===== src/design/sha_pkg.sv =====
// ============================================================================
// SHA-256 hasher package
// Round constants, initial hash values and the controller-to-datapath
// command types shared by the hasher modules.
// ============================================================================
package sha_pkg;

    localparam int unsigned WORD_W   = 32;
    localparam int unsigned BYTE_W   = 8;
    localparam int unsigned ROUNDS   = 64;
    localparam int unsigned BLOCK_B  = 64;
    localparam int unsigned CHAIN_N  = 8;
    localparam int unsigned SCHED_N  = 16;
    localparam int unsigned LEN_W    = 64;
    localparam int unsigned PART_W   = 64;

    localparam logic [BYTE_W-1:0] PAD_MARK = 8'h80;

    localparam logic [WORD_W-1:0] INIT_HASH [CHAIN_N] = '{
        32'h6A09E667, 32'hBB67AE85, 32'h3C6EF372, 32'hA54FF53A,
        32'h510E527F, 32'h9B05688C, 32'h1F83D9AB, 32'h5BE0CD19
    };

    localparam logic [WORD_W-1:0] ROUND_K [ROUNDS] = '{
        32'h428a2f98, 32'h71374491, 32'hb5c0fbcf, 32'he9b5dba5,
        32'h3956c25b, 32'h59f111f1, 32'h923f82a4, 32'hab1c5ed5,
        32'hd807aa98, 32'h12835b01, 32'h243185be, 32'h550c7dc3,
        32'h72be5d74, 32'h80deb1fe, 32'h9bdc06a7, 32'hc19bf174,
        32'he49b69c1, 32'hefbe4786, 32'h0fc19dc6, 32'h240ca1cc,
        32'h2de92c6f, 32'h4a7484aa, 32'h5cb0a9dc, 32'h76f988da,
        32'h983e5152, 32'ha831c66d, 32'hb00327c8, 32'hbf597fc7,
        32'hc6e00bf3, 32'hd5a79147, 32'h06ca6351, 32'h14292967,
        32'h27b70a85, 32'h2e1b2138, 32'h4d2c6dfc, 32'h53380d13,
        32'h650a7354, 32'h766a0abb, 32'h81c2c92e, 32'h92722c85,
        32'ha2bfe8a1, 32'ha81a664b, 32'hc24b8b70, 32'hc76c51a3,
        32'hd192e819, 32'hd6990624, 32'hf40e3585, 32'h106aa070,
        32'h19a4c116, 32'h1e376c08, 32'h2748774c, 32'h34b0bcb5,
        32'h391c0cb3, 32'h4ed8aa4a, 32'h5b9cca4f, 32'h682e6ff3,
        32'h748f82ee, 32'h78a5636f, 32'h84c87814, 32'h8cc70208,
        32'h90befffa, 32'ha4506ceb, 32'hbef9a3f7, 32'hc67178f2
    };

    // Source of the byte pushed into the block store
    typedef enum logic [1:0] {
        SRC_DATA = 2'd0,
        SRC_MARK = 2'd1,
        SRC_ZERO = 2'd2,
        SRC_LEN  = 2'd3
    } push_src_t;

    typedef struct packed {
        logic        push;
        push_src_t   src;
        logic [2:0]  len_idx;
        logic        load;
        logic        round;
        logic [5:0]  round_idx;
        logic        add;
        logic        finish;
        logic [1:0]  part_idx;
    } dp_cmd_t;

endpackage


===== src/design/sha_ifs.sv =====
// ============================================================================
// SHA-256 hasher channels
// Valid/ready channels for message bytes in and digest parts out.
// ============================================================================
interface sha_byte_if;
    logic       valid;
    logic       ready;
    logic [7:0] data_byte;
    logic       byte_present;
    logic       end_of_message;

    modport source (output valid, output data_byte, output byte_present,
                    output end_of_message, input ready);
    modport sink   (input valid, input data_byte, input byte_present,
                    input end_of_message, output ready);
endinterface

interface sha_digest_if;
    logic        valid;
    logic        ready;
    logic [63:0] digest_part;
    logic [1:0]  part_index;
    logic        last_part;

    modport source (output valid, output digest_part, output part_index,
                    output last_part, input ready);
    modport sink   (input valid, input digest_part, input part_index,
                    input last_part, output ready);
endinterface


===== src/design/sha_ctrl.sv =====
// ============================================================================
// SHA-256 hasher controller
// Sequences byte intake, padding, compression rounds and digest transfers.
// ============================================================================
module sha_ctrl
(
    input  logic              clk,
    input  logic              rst_n,
    input  logic              in_valid,
    output logic              in_ready,
    input  logic              byte_present,
    input  logic              end_of_message,
    output logic              out_valid,
    input  logic              out_ready,
    output logic [1:0]        part_index,
    output logic              last_part,
    output sha_pkg::dp_cmd_t  cmd
);

    typedef enum logic [7:0] {
        S_IDLE  = 8'b0000_0001,
        S_MARK  = 8'b0000_0010,
        S_ZERO  = 8'b0000_0100,
        S_LEN   = 8'b0000_1000,
        S_LOAD  = 8'b0001_0000,
        S_ROUND = 8'b0010_0000,
        S_ADD   = 8'b0100_0000,
        S_EMIT  = 8'b1000_0000
    } state_t;

    localparam logic [5:0] FILL_LAST = 6'd63;
    localparam logic [5:0] FILL_LEN  = 6'd55;

    state_t     state_reg, state_next;
    logic [5:0] fill_reg, fill_next;
    logic [5:0] round_reg, round_next;
    logic [1:0] part_reg, part_next;
    logic       end_pend_reg, end_pend_next;
    logic       padding_reg, padding_next;
    logic       last_blk_reg, last_blk_next;

    always_ff @(posedge clk or negedge rst_n)
    begin
        if (!rst_n)
        begin
            state_reg    <= S_IDLE;
            fill_reg     <= '0;
            round_reg    <= '0;
            part_reg     <= '0;
            end_pend_reg <= 1'b0;
            padding_reg  <= 1'b0;
            last_blk_reg <= 1'b0;
        end
        else
        begin
            state_reg    <= state_next;
            fill_reg     <= fill_next;
            round_reg    <= round_next;
            part_reg     <= part_next;
            end_pend_reg <= end_pend_next;
            padding_reg  <= padding_next;
            last_blk_reg <= last_blk_next;
        end
    end

    assign in_ready   = (state_reg == S_IDLE);
    assign out_valid  = (state_reg == S_EMIT);
    assign part_index = part_reg;
    assign last_part  = (part_reg == 2'd3);

    always_comb
    begin
        state_next    = state_reg;
        fill_next     = fill_reg;
        round_next    = round_reg;
        part_next     = part_reg;
        end_pend_next = end_pend_reg;
        padding_next  = padding_reg;
        last_blk_next = last_blk_reg;

        cmd           = '0;
        cmd.src       = sha_pkg::SRC_DATA;
        cmd.len_idx   = fill_reg[2:0];
        cmd.round_idx = round_reg;
        cmd.part_idx  = part_reg;

        unique case (state_reg)
            S_IDLE:
            begin
                if (in_valid)
                begin
                    if (byte_present)
                    begin
                        cmd.push  = 1'b1;
                        fill_next = fill_reg + 6'd1;
                        if (fill_reg == FILL_LAST)
                        begin
                            // block full: compress, then finish if asked
                            end_pend_next = end_of_message;
                            state_next    = S_LOAD;
                        end
                        else if (end_of_message)
                        begin
                            state_next = S_MARK;
                        end
                    end
                    else if (end_of_message)
                    begin
                        state_next = S_MARK;
                    end
                end
            end
            S_MARK:
            begin
                cmd.push      = 1'b1;
                cmd.src       = sha_pkg::SRC_MARK;
                fill_next     = fill_reg + 6'd1;
                padding_next  = 1'b1;
                end_pend_next = 1'b0;
                if (fill_reg == FILL_LAST)
                    state_next = S_LOAD;
                else if (fill_reg == FILL_LEN)
                    state_next = S_LEN;
                else
                    state_next = S_ZERO;
            end
            S_ZERO:
            begin
                cmd.push  = 1'b1;
                cmd.src   = sha_pkg::SRC_ZERO;
                fill_next = fill_reg + 6'd1;
                if (fill_reg == FILL_LAST)
                    state_next = S_LOAD;
                else if (fill_reg == FILL_LEN)
                    state_next = S_LEN;
            end
            S_LEN:
            begin
                cmd.push  = 1'b1;
                cmd.src   = sha_pkg::SRC_LEN;
                fill_next = fill_reg + 6'd1;
                if (fill_reg == FILL_LAST)
                begin
                    last_blk_next = 1'b1;
                    state_next    = S_LOAD;
                end
            end
            S_LOAD:
            begin
                cmd.load   = 1'b1;
                round_next = '0;
                state_next = S_ROUND;
            end
            S_ROUND:
            begin
                cmd.round  = 1'b1;
                round_next = round_reg + 6'd1;
                if (round_reg == FILL_LAST)
                    state_next = S_ADD;
            end
            S_ADD:
            begin
                cmd.add = 1'b1;
                if (last_blk_reg)
                begin
                    part_next  = '0;
                    state_next = S_EMIT;
                end
                else if (padding_reg)
                    state_next = S_ZERO;
                else if (end_pend_reg)
                    state_next = S_MARK;
                else
                    state_next = S_IDLE;
            end
            S_EMIT:
            begin
                if (out_ready)
                begin
                    part_next = part_reg + 2'd1;
                    if (part_reg == 2'd3)
                    begin
                        // back to initial values for the next message
                        cmd.finish    = 1'b1;
                        fill_next     = '0;
                        end_pend_next = 1'b0;
                        padding_next  = 1'b0;
                        last_blk_next = 1'b0;
                        state_next    = S_IDLE;
                    end
                end
            end
            default:
            begin
                state_next = S_IDLE;
            end
        endcase
    end

endmodule


===== src/design/sha_dp.sv =====
// ============================================================================
// SHA-256 hasher datapath
// Byte shift store, message bit counter, schedule window, working words
// and chaining words with one compression round per cycle.
// ============================================================================
module sha_dp
(
    input  logic              clk,
    input  logic              rst_n,
    input  sha_pkg::dp_cmd_t  cmd,
    input  logic [7:0]        data_byte,
    output logic [63:0]       digest_part
);

    localparam int unsigned W = sha_pkg::WORD_W;

    logic [7:0]   block_reg [sha_pkg::BLOCK_B];
    logic [63:0]  bits_reg;
    logic [W-1:0] win_reg   [sha_pkg::SCHED_N];
    logic [W-1:0] work_reg  [sha_pkg::CHAIN_N];
    logic [W-1:0] chain_reg [sha_pkg::CHAIN_N];

    logic [7:0]   push_byte;
    logic [W-1:0] big_s0, big_s1, ch, maj, t1, t2;
    logic [W-1:0] sm_s0, sm_s1, w_new;
    logic [W-1:0] wa, wb, wc, we, wf, wg, wh, w14, w1;

    always_comb
    begin
        case (cmd.src)
            sha_pkg::SRC_DATA: push_byte = data_byte;
            sha_pkg::SRC_MARK: push_byte = sha_pkg::PAD_MARK;
            sha_pkg::SRC_LEN:  push_byte = bits_reg[{~cmd.len_idx, 3'b000} +: 8];
            default:           push_byte = '0;
        endcase
    end

    assign wa  = work_reg[0];
    assign wb  = work_reg[1];
    assign wc  = work_reg[2];
    assign we  = work_reg[4];
    assign wf  = work_reg[5];
    assign wg  = work_reg[6];
    assign wh  = work_reg[7];
    assign w1  = win_reg[1];
    assign w14 = win_reg[14];

    assign big_s0 = {wa[1:0], wa[31:2]} ^ {wa[12:0], wa[31:13]} ^ {wa[21:0], wa[31:22]};
    assign big_s1 = {we[5:0], we[31:6]} ^ {we[10:0], we[31:11]} ^ {we[24:0], we[31:25]};
    assign ch     = (we & wf) ^ (~we & wg);
    assign maj    = (wa & wb) ^ (wa & wc) ^ (wb & wc);
    assign t1     = wh + big_s1 + ch + sha_pkg::ROUND_K[cmd.round_idx] + win_reg[0];
    assign t2     = big_s0 + maj;

    assign sm_s0 = {w1[6:0], w1[31:7]} ^ {w1[17:0], w1[31:18]} ^ {3'b000, w1[31:3]};
    assign sm_s1 = {w14[16:0], w14[31:17]} ^ {w14[18:0], w14[31:19]}
                 ^ {10'd0, w14[31:10]};
    assign w_new = sm_s1 + win_reg[9] + sm_s0 + win_reg[0];

    assign digest_part = {chain_reg[{cmd.part_idx, 1'b0}], chain_reg[{cmd.part_idx, 1'b1}]};

    // block store: newest byte enters at the top, first byte ends at index 0
    always_ff @(posedge clk)
    begin
        if (cmd.push)
        begin
            for (int i = 0; i < sha_pkg::BLOCK_B - 1; i++)
                block_reg[i] <= block_reg[i+1];
            block_reg[sha_pkg::BLOCK_B-1] <= push_byte;
        end
    end

    always_ff @(posedge clk)
    begin
        if (cmd.load)
        begin
            for (int j = 0; j < sha_pkg::SCHED_N; j++)
                win_reg[j] <= {block_reg[4*j], block_reg[4*j+1],
                               block_reg[4*j+2], block_reg[4*j+3]};
            for (int j = 0; j < sha_pkg::CHAIN_N; j++)
                work_reg[j] <= chain_reg[j];
        end
        else if (cmd.round)
        begin
            // slide the schedule window by one word
            for (int j = 0; j < sha_pkg::SCHED_N - 1; j++)
                win_reg[j] <= win_reg[j+1];
            win_reg[sha_pkg::SCHED_N-1] <= w_new;
            work_reg[7] <= work_reg[6];
            work_reg[6] <= work_reg[5];
            work_reg[5] <= work_reg[4];
            work_reg[4] <= work_reg[3] + t1;
            work_reg[3] <= work_reg[2];
            work_reg[2] <= work_reg[1];
            work_reg[1] <= work_reg[0];
            work_reg[0] <= t1 + t2;
        end
    end

    always_ff @(posedge clk or negedge rst_n)
    begin
        if (!rst_n)
        begin
            bits_reg <= '0;
            for (int j = 0; j < sha_pkg::CHAIN_N; j++)
                chain_reg[j] <= sha_pkg::INIT_HASH[j];
        end
        else
        begin
            if (cmd.finish)
                bits_reg <= '0;
            else if (cmd.push && (cmd.src == sha_pkg::SRC_DATA))
                bits_reg <= bits_reg + 64'd8;

            if (cmd.finish)
            begin
                for (int j = 0; j < sha_pkg::CHAIN_N; j++)
                    chain_reg[j] <= sha_pkg::INIT_HASH[j];
            end
            else if (cmd.add)
            begin
                for (int j = 0; j < sha_pkg::CHAIN_N; j++)
                    chain_reg[j] <= chain_reg[j] + work_reg[j];
            end
        end
    end

endmodule


===== src/design/sha256_byte_stream_hasher.sv =====
// ============================================================================
// SHA-256 byte stream hasher
// Hashes a message taken one byte per transfer and returns the 256-bit
// digest as four 64-bit transfers, most significant part first.
// ============================================================================
// A message byte is taken while the hasher is idle. When a byte completes a
// 64-byte block, the input stalls while the schedule window and working words
// are loaded, 64 rounds run on the single round unit and the result is folded
// into the chaining words. An end-of-message transfer starts padding, which
// pushes one byte per cycle between compressions into the block store (0x80,
// zeros, then the eight length bytes) and compresses once or, when fewer than
// nine bytes are left in the block, twice; the digest then goes out as four
// transfers, and the input is taken again once the last part is accepted.
module sha256_byte_stream_hasher
(
    input  logic          clk,
    input  logic          rst_n,
    sha_byte_if.sink      byte_in,
    sha_digest_if.source  digest_out
);

    sha_pkg::dp_cmd_t cmd;

    sha_ctrl u_ctrl
    (
        .clk            (clk),
        .rst_n          (rst_n),
        .in_valid       (byte_in.valid),
        .in_ready       (byte_in.ready),
        .byte_present   (byte_in.byte_present),
        .end_of_message (byte_in.end_of_message),
        .out_valid      (digest_out.valid),
        .out_ready      (digest_out.ready),
        .part_index     (digest_out.part_index),
        .last_part      (digest_out.last_part),
        .cmd            (cmd)
    );

    sha_dp u_dp
    (
        .clk         (clk),
        .rst_n       (rst_n),
        .cmd         (cmd),
        .data_byte   (byte_in.data_byte),
        .digest_part (digest_out.digest_part)
    );

endmodule

===== src/flat_wrapper.sv =====
// flat-port wrapper written by rule: the top's interface ports become plain ports
module sha256_byte_stream_hasher_flat 
  (clk, rst_n, byte_in_valid, byte_in_data_byte, byte_in_byte_present, byte_in_end_of_message, byte_in_ready, digest_out_valid, digest_out_digest_part, digest_out_part_index, digest_out_last_part, digest_out_ready);
  sha_byte_if byte_in_i ();
  sha_digest_if digest_out_i ();
  input  logic clk;
  input  logic rst_n;
  input wire logic [$bits(byte_in_i.valid)-1:0] byte_in_valid;
  input wire logic [$bits(byte_in_i.data_byte)-1:0] byte_in_data_byte;
  input wire logic [$bits(byte_in_i.byte_present)-1:0] byte_in_byte_present;
  input wire logic [$bits(byte_in_i.end_of_message)-1:0] byte_in_end_of_message;
  output wire logic [$bits(byte_in_i.ready)-1:0] byte_in_ready;
  output wire logic [$bits(digest_out_i.valid)-1:0] digest_out_valid;
  output wire logic [$bits(digest_out_i.digest_part)-1:0] digest_out_digest_part;
  output wire logic [$bits(digest_out_i.part_index)-1:0] digest_out_part_index;
  output wire logic [$bits(digest_out_i.last_part)-1:0] digest_out_last_part;
  input wire logic [$bits(digest_out_i.ready)-1:0] digest_out_ready;
  assign byte_in_i.valid = byte_in_valid;
  assign byte_in_i.data_byte = byte_in_data_byte;
  assign byte_in_i.byte_present = byte_in_byte_present;
  assign byte_in_i.end_of_message = byte_in_end_of_message;
  assign byte_in_ready = byte_in_i.ready;
  assign digest_out_valid = digest_out_i.valid;
  assign digest_out_digest_part = digest_out_i.digest_part;
  assign digest_out_part_index = digest_out_i.part_index;
  assign digest_out_last_part = digest_out_i.last_part;
  assign digest_out_i.ready = digest_out_ready;
  sha256_byte_stream_hasher u_core (.clk(clk), .rst_n(rst_n), .byte_in(byte_in_i), .digest_out(digest_out_i));
endmodule

===== config.mk =====
export PLATFORM = sky130hd
export DESIGN_NAME = sha256_byte_stream_hasher_flat
export DESIGN_NICKNAME = d
export VERILOG_FILES = /design/src/design/sha_pkg.sv /design/src/design/sha_ifs.sv /design/src/design/sha_ctrl.sv /design/src/design/sha_dp.sv /design/src/design/sha256_byte_stream_hasher.sv /design/src/flat_wrapper.sv
export SDC_FILE = /design/constraint.sdc
export NUM_CORES = 2
export LEC_CHECK = 0
export BUFFER_PORTS_ARGS = -buffer_cell sky130_fd_sc_hd__buf_2
export CAP_MARGIN = 20
export CORE_MARGIN = 5
export CORE_UTILIZATION = 63
export CTS_BUF_LIST = sky130_fd_sc_hd__clkbuf_16
export DETAILED_ROUTE_END_ITERATION = 8
export GPL_TIMING_DRIVEN = 0
export PLACE_DENSITY_LB_ADDON = 0.08
export SYNTH_ARGS = -nofsm -noshare
export SYNTH_HDL_FRONTEND = slang
export SYNTH_SLANG_ARGS = --single-unit

===== constraint.sdc =====
create_clock -name clk -period 18.8 [get_ports clk]
set_input_delay 0.94 -clock clk [delete_from_list [all_inputs] [get_ports clk]]
set_output_delay 0.94 -clock clk [all_outputs]
set_load 0.05 [all_outputs]

=== After elaboration in Yosys (flattened, before gate mapping) ===
Memories as Yosys holds them, arrays and structs flattened.
Cells that the tools add are included.

* Bits in registers: 345
* Latch bits: 0
* RAM bits: 1280
* ROM bits: 2048
* Input port bits: 14
* Output and inout bits: 69
* Logic and storage cells: 219
* Memories: 4

{| class="wikitable"
|+ Memories
! memory !! depth !! width !! read ports !! clocked after Yosys merged registers in !! write ports !! RTL line !! text
|-
| (name not given) || 64 || 32 || 1 || 0 || 0 || sha_dp.sv:52 || <nowiki>assign t1 = wh + big_s1 + ch + sha_pkg::ROUND_K[cmd.round_idx] + win_reg[0];</nowiki>
|-
| u_core.u_dp.block_reg || 64 || 8 || 64 || 0 || 64 || sha_dp.sv:17 || <nowiki>logic [7:0] block_reg [sha_pkg::BLOCK_B];</nowiki>
|-
| u_core.u_dp.win_reg || 16 || 32 || 16 || 0 || 16 || sha_dp.sv:19 || <nowiki>logic [W-1:0] win_reg [sha_pkg::SCHED_N];</nowiki>
|-
| u_core.u_dp.work_reg || 8 || 32 || 8 || 0 || 8 || sha_dp.sv:20 || <nowiki>logic [W-1:0] work_reg [sha_pkg::CHAIN_N];</nowiki>
|}

* Add/sub/neg operators: 22
* $mul: 0
* Divide/modulo/power cells: 0
* Order comparisons: 3
* Eq/ne operators: 23
* Shift-type cells: 1
* Multiplexer cells: 88
* Bitwise logic cells: 45
* Reductions and logical operators: 17

{| class="wikitable"
|+ Operators by type and width
! kind !! count
|-
| 32-bit two-way mux || 30
|-
| 32-bit adder || 18
|-
| 256-bit two-way mux || 2
|-
| 32-bit bitwise XOR || 9
|-
| 32-bit binary-select mux with 3-bit select || 2
|-
| 32-bit bitwise AND || 5
|-
| 64-bit two-way mux || 2
|-
| 8-bit two-way mux || 13
|-
| 64-bit by 4-bit adder with 64-bit output, second input constant || 1
|-
| 8-bit one-hot mux with 8 select lines || 1
|-
| 64-bit by 7-bit indexed part select with 8-bit output || 1
|-
| 32-bit inverter || 1
|-
| 32-bit by 22-bit bitwise XOR with 32-bit output || 1
|-
| 32-bit by 29-bit bitwise XOR with 32-bit output || 1
|-
| 6-bit two-way mux || 4
|-
| 1-bit OR || 24
|-
| 8-bit one-hot mux with 3 select lines || 1
|-
| 1-bit two-way mux || 21
|-
| 6-bit == test, second input constant || 3
|-
| 6-bit one-hot mux with 3 select lines || 1
|-
| 6-bit by 1-bit adder with 6-bit output, second input constant || 2
|-
| 6-bit one-hot mux with 2 select lines || 1
|-
| 6-bit AND reduction || 2
|-
| 2-bit nonzero test || 6
|-
| 32 further kinds || 47
|}

=== Longest topological paths before layout ===
An unclocked memory read counts as a cell.

* Depth after elaboration: 9
* Gate-level depth with buffers: 38
* Depth with buffers taken out: 37

=== Modules after synthesis ===
Synthesis repeated with hierarchy kept, for this count alone.

* Cell total of the unflattened synthesis: 8529
* Area, all modules: 92117.1 µm²

{| class="wikitable"
|+ Modules (own cells, without submodules)
! module !! times used !! cells each !! area an instance (µm²) !! seq. area each (µm²)
|-
| sha_dp || 1 || 8370 || 90604.4 || 46539.6
|-
| sha_ctrl || 1 || 159 || 1512.7 || 626.9
|}

=== Worst setup path after synthesis ===
OpenSTA, ideal clock, no wires.

* Path kind: reg2reg
* From: register u_core.u_ctrl.state_reg[1]
* To: register u_core.u_ctrl.round_reg[1]
* Setup time: 0.788 ns
* Data arrival time: 16.427 ns
* Required time: 18.012 ns
* Path slack: 1.584 ns
* Cell stages (with the launch flop): 7
* Buffers on the path: 0
* Period minus slack after synthesis: 17.216 ns
* Cell sequence: dfrtp_1 nor2_1 nand3_1 nor3b_1 nor2_1 inv_1 o21ai_0

* Cells in the longest elaborated chain, start to end: 2
* Elaborated cells on any way between the ends: 4
* Those cells by class: 2 x eq/ne; 1 x mux; 1 x reduce/logical

{| class="wikitable"
|+ RTL lines
! what !! RTL line !! text
|-
| from (decl) || sha_ctrl.sv:34 || <nowiki>state_t state_reg, state_next;</nowiki>
|-
| from (signal assigned) || sha_ctrl.sv:56 || <nowiki>state_reg <= state_next;</nowiki>
|-
| 8-bit by 6-bit == test with 1-bit output or 8-bit by 5-bit == test with 1-bit output (tied branches) || sha_ctrl.sv:87 || <nowiki>unique case (state_reg)</nowiki>
|-
| 6-bit one-hot mux with 2 select lines or 2-bit nonzero test (tied branches) || - ||
|-
| to (signal assigned) || sha_ctrl.sv:58 || <nowiki>round_reg <= round_next;</nowiki>
|-
| to (decl) || sha_ctrl.sv:36 || <nowiki>logic [5:0] round_reg, round_next;</nowiki>
|}

Several ways; a longest one is shown, not always the timed one.
A chain may end at the register's enable or synchronous reset.

==> impl_metrics.yaml <==
yosys:
  mappedNetlistNets: 9355
  syn_std_cell_area_sq_um: 90900
  synth_cell_type_count: 94
  synth-async-reset-ratio: 0.211
  synthesis.yosys.warnings: 0
  synth_edf_count: 1280
  yosys_register_bits: 1622
  synth_area_per_cell_sq_um: 10.4
  syn-instance-count: 8750
  sequential_fraction_of_the_synthesis_area: 0.519
  ys_dominant_reg_cell: "sky130_fd_sc_hd__edfxtp_1"
timing:
  timing.hold.ws_ns: 0.116
  fin_worst_skew_ns: 0.0742
  fin_ws_ns: 6.64
  achievable-frequency_mhz: 82.2
  timing.final.hold_violations: 0
  timing.final.setup_violations: 0
  least_margin_pin_slew_ns: 1.31
  slew-limit-headroom: 0.129
  fin_tns_setup_ns: 0
  maxSlewViolCount: 0
  period_share: 0.647
  final.min_clock_period_ns: 12.16
  rsz0062_at_grt: "no"
global_route:
  via_count_of_the_first_global_routing_pass: 71000
  groute.usage.overall: 0.421
  overflow: 0
  global_route_wire_length_before_repair_microns: 465000
  initial_antenna_violation_count: 8
  grt_start_max_net_pins: 127
routing:
  route.detailed.vias_per_inst: 6.49
  post_drt_wl_per_cell_microns: 29.2
  drcViolationCount: 0
  drt_pre_antenna_iters: 9
  total_via_count_in_the_routed_design: 72100
  detail-route-antenna-nets: 0
  detail_route.iter0.violations: 8766
  totalWireLength_microns: 324000
critical_path:
  worst-path-max-fanout: 10
  cp-start-kind: "flip-flop"
  path_delay_family: "compound AO/OA/AOI/OAI gates"
  cp_slowest_cell: "sky130_fd_sc_hd__o311ai_0"
  crit_path_end_kind: "flip-flop"
  worst-endpoint-required_ns: 19.35
  timing_worst_setup_path_type: "flip-flop to flip-flop"
  critical_path_buf_inv_count: 8
  critical_path.startpoint: "u_core.u_ctrl.round_reg[3]$_DFFE_PN0P_"
  crit-reg2reg-launch: "u_core.u_ctrl.round_reg[3]$_DFFE_PN0P_"
  critical_path.max_stage_delay_ns: 0.94
  arrival_ns: 12.72
power_and_ir_drop:
  peakVddDrop_mv: 0.176
  power.total_uw: 19100
  powerDensity_nw_per_um2: 190
  power_leakage_uw: 0.0406
cts:
  cts.hold.buffers_added: 0
  cts.path.max_buffers: 3
  clkTransAtPathRegs_ns: 0.06
  ctsRootBufferMaster: "sky130_fd_sc_hd__clkbuf_16"
  clock_sinks: 1622
  tritoncts.num_buffers: 170
  post-cts-setup-buffers: 0
  tritoncts: "built"
  post_cts.resized_instances: 0
  cts_max_level: 4
  worstSkewPairLatency_ns: 0.85
floorplanning:
  std_cell_rows: 139
  top_level_ports: 83
  die_width_microns: 390
  die_height_microns: 390
  start_util: 0.634
  core_sq_um: 143000
  die_area_sq_um: 152000
placement:
  hpwl_microns: 247000
  io_buffers: 82
  place_worst_setup_slack_ns: 7.26
  gp_congestion: 1.08
final_layout:
  nNetsFinal: 9664
  drive_gt1_frac: 0.0724
  syn_to_final_growth_pct: 10.4
  utilization_of_the_core_after_routing: 0.699
run_status:
  outcome: "finished clean"
hold_path:
  holdCritPathClass: "input pin to asynchronous set/reset pin"
run:
  maxCapViolations: 0
-- through the flow --
stage	std cells	cell area, sq um
after floorplan	8750	90900
after global placement	10700	93700
after detailed placement	10800	94700
after CTS	11100	100000
after global routing	11100	100000
final	11100	100000
-- worst register-to-register path: cells and delay by family (launching register included) --
kind            cells  cell delay, ns
compound gates      9            3.65
xor+xnor            3            0.96
fa+ha+maj           6            2.81
buf+inv             8            2.29
flops               1            0.36
simple gates        8            1.83
-- worst paths after layout --
| path | to | slack (ns) | depth (start not counted) |
|---|---|---|---|
| setup reg to reg | u_core.u_dp.work_reg[0][31]$_DFFE_PP_ | 6.64 | 34 |
| max in group asynchronous | u_core.u_dp.chain_reg[148]$_DFFE_PN0P_ | 17.16 | 3 |
| min in group clk | u_core.u_dp.block_reg[1][79]$_DFFE_PP_ | 0.41 | 0 |
| setup / recovery | u_core.u_dp.work_reg[0][31]$_DFFE_PP_ | 6.64 | 34 |
| hold reg to reg | u_core.u_dp.block_reg[1][79]$_DFFE_PP_ | 0.41 | 0 |
| hold / removal | u_core.u_dp.bits_reg[46]$_DFFE_PN0P_ | 0.12 | 1 |
-- cell usage in the layout (no fill, tap or decap), drive strengths merged, types with 28 or more instances in the layout --
cell type     n
dfrtp       205
clkinv       80
o211ai       28
o21ai       503
o21bai       49
nor3        122
a211oi       50
xnor2       397
buf         178
nand2      2397
nor2        420
fa          195
mux4         84
nand2b       72
a21oi       469
a31oi        37
inv         331
ha          396
and3         67
or3          45
nand3       170
nor2b        49
edfxtp     1280
o31ai        33
o21a         53
xor2        218
clkbuf      545
a21o        159
dfstp       137
-- area by class of cell --
class	count	area, sq um
clock buffers	171	4280
clock inverters	139	1280
multi-input cells	6425	41100
plain buffers	415	1580
flip-flops and latches	1622	47200
inverters	288	1090
fillers	10500	43100
well taps	1903	2380
diodes	8	20.0
repair buffers	137	1450
-- synthesized netlist by cell type, types with 26 or more instances --
| cell | n | share of area |
|---|---|---|
| sky130_fd_sc_hd__o21ai_0 | 495 | 0.027 |
| sky130_fd_sc_hd__fa_1 | 195 | 0.043 |
| sky130_fd_sc_hd__ha_1 | 396 | 0.055 |
| sky130_fd_sc_hd__o21bai_1 | 49 | 0.0040 |
| sky130_fd_sc_hd__nand2_1 | 2396 | 0.099 |
| sky130_fd_sc_hd__a31oi_1 | 37 | 0.0025 |
| sky130_fd_sc_hd__o211ai_1 | 28 | 0.0023 |
| sky130_fd_sc_hd__xnor2_1 | 397 | 0.038 |
| sky130_fd_sc_hd__or3_1 | 45 | 0.0031 |
| sky130_fd_sc_hd__xor2_1 | 218 | 0.021 |
| sky130_fd_sc_hd__a21oi_1 | 469 | 0.026 |
| sky130_fd_sc_hd__buf_1 | 35 | 0.0014 |
| sky130_fd_sc_hd__a211oi_1 | 50 | 0.0041 |
| sky130_fd_sc_hd__nand2b_1 | 72 | 0.0050 |
| sky130_fd_sc_hd__dfstp_2 | 137 | 0.040 |
| sky130_fd_sc_hd__nand4_1 | 26 | 0.0018 |
| sky130_fd_sc_hd__dfrtp_1 | 205 | 0.056 |
| sky130_fd_sc_hd__o31ai_1 | 33 | 0.0027 |
| sky130_fd_sc_hd__mux4_2 | 84 | 0.021 |
| sky130_fd_sc_hd__nor2_1 | 420 | 0.017 |
| sky130_fd_sc_hd__clkbuf_1 | 372 | 0.015 |
| sky130_fd_sc_hd__nor2b_1 | 49 | 0.0034 |
| sky130_fd_sc_hd__nor3_1 | 122 | 0.0067 |
| sky130_fd_sc_hd__o21a_1 | 53 | 0.0044 |
| sky130_fd_sc_hd__and3_1 | 67 | 0.0046 |
| sky130_fd_sc_hd__mux2i_1 | 27 | 0.0030 |
| sky130_fd_sc_hd__a21o_1 | 159 | 0.013 |
| sky130_fd_sc_hd__edfxtp_1 | 1280 | 0.42 |
| sky130_fd_sc_hd__inv_1 | 287 | 0.012 |
| sky130_fd_sc_hd__nand3_1 | 170 | 0.0094 |
-- logic make-up after synthesis --
family	share of synthesized area
multiplexers	0.0266
adder cells (fa/ha/maj)	0.0999
buffers and inverters	0.0292
AND/OR/NAND/NOR	0.159
AO/OA/AOI/OAI	0.107
flip-flops	0.519
XOR/XNOR	0.0593
-- layer usage --
metal / vias to the layer above / wire [microns] / track usage
li1: 31200 / - / -
met1: 35100 / 113000 / 0.519
met2: 4722 / 144000 / 0.649
met3: 1177 / 36600 / 0.0992
met4: 2 / 31100 / 0.321
met5: - / 12 / 0
-- power breakdown --
group | switching (uW) | internal [uW]
clock | 1520 | 1870
sequential | 690 | 5080
combinational | 6260 | 3670
total | 8470 | 10600
Power figures use the tool's default switching activity.
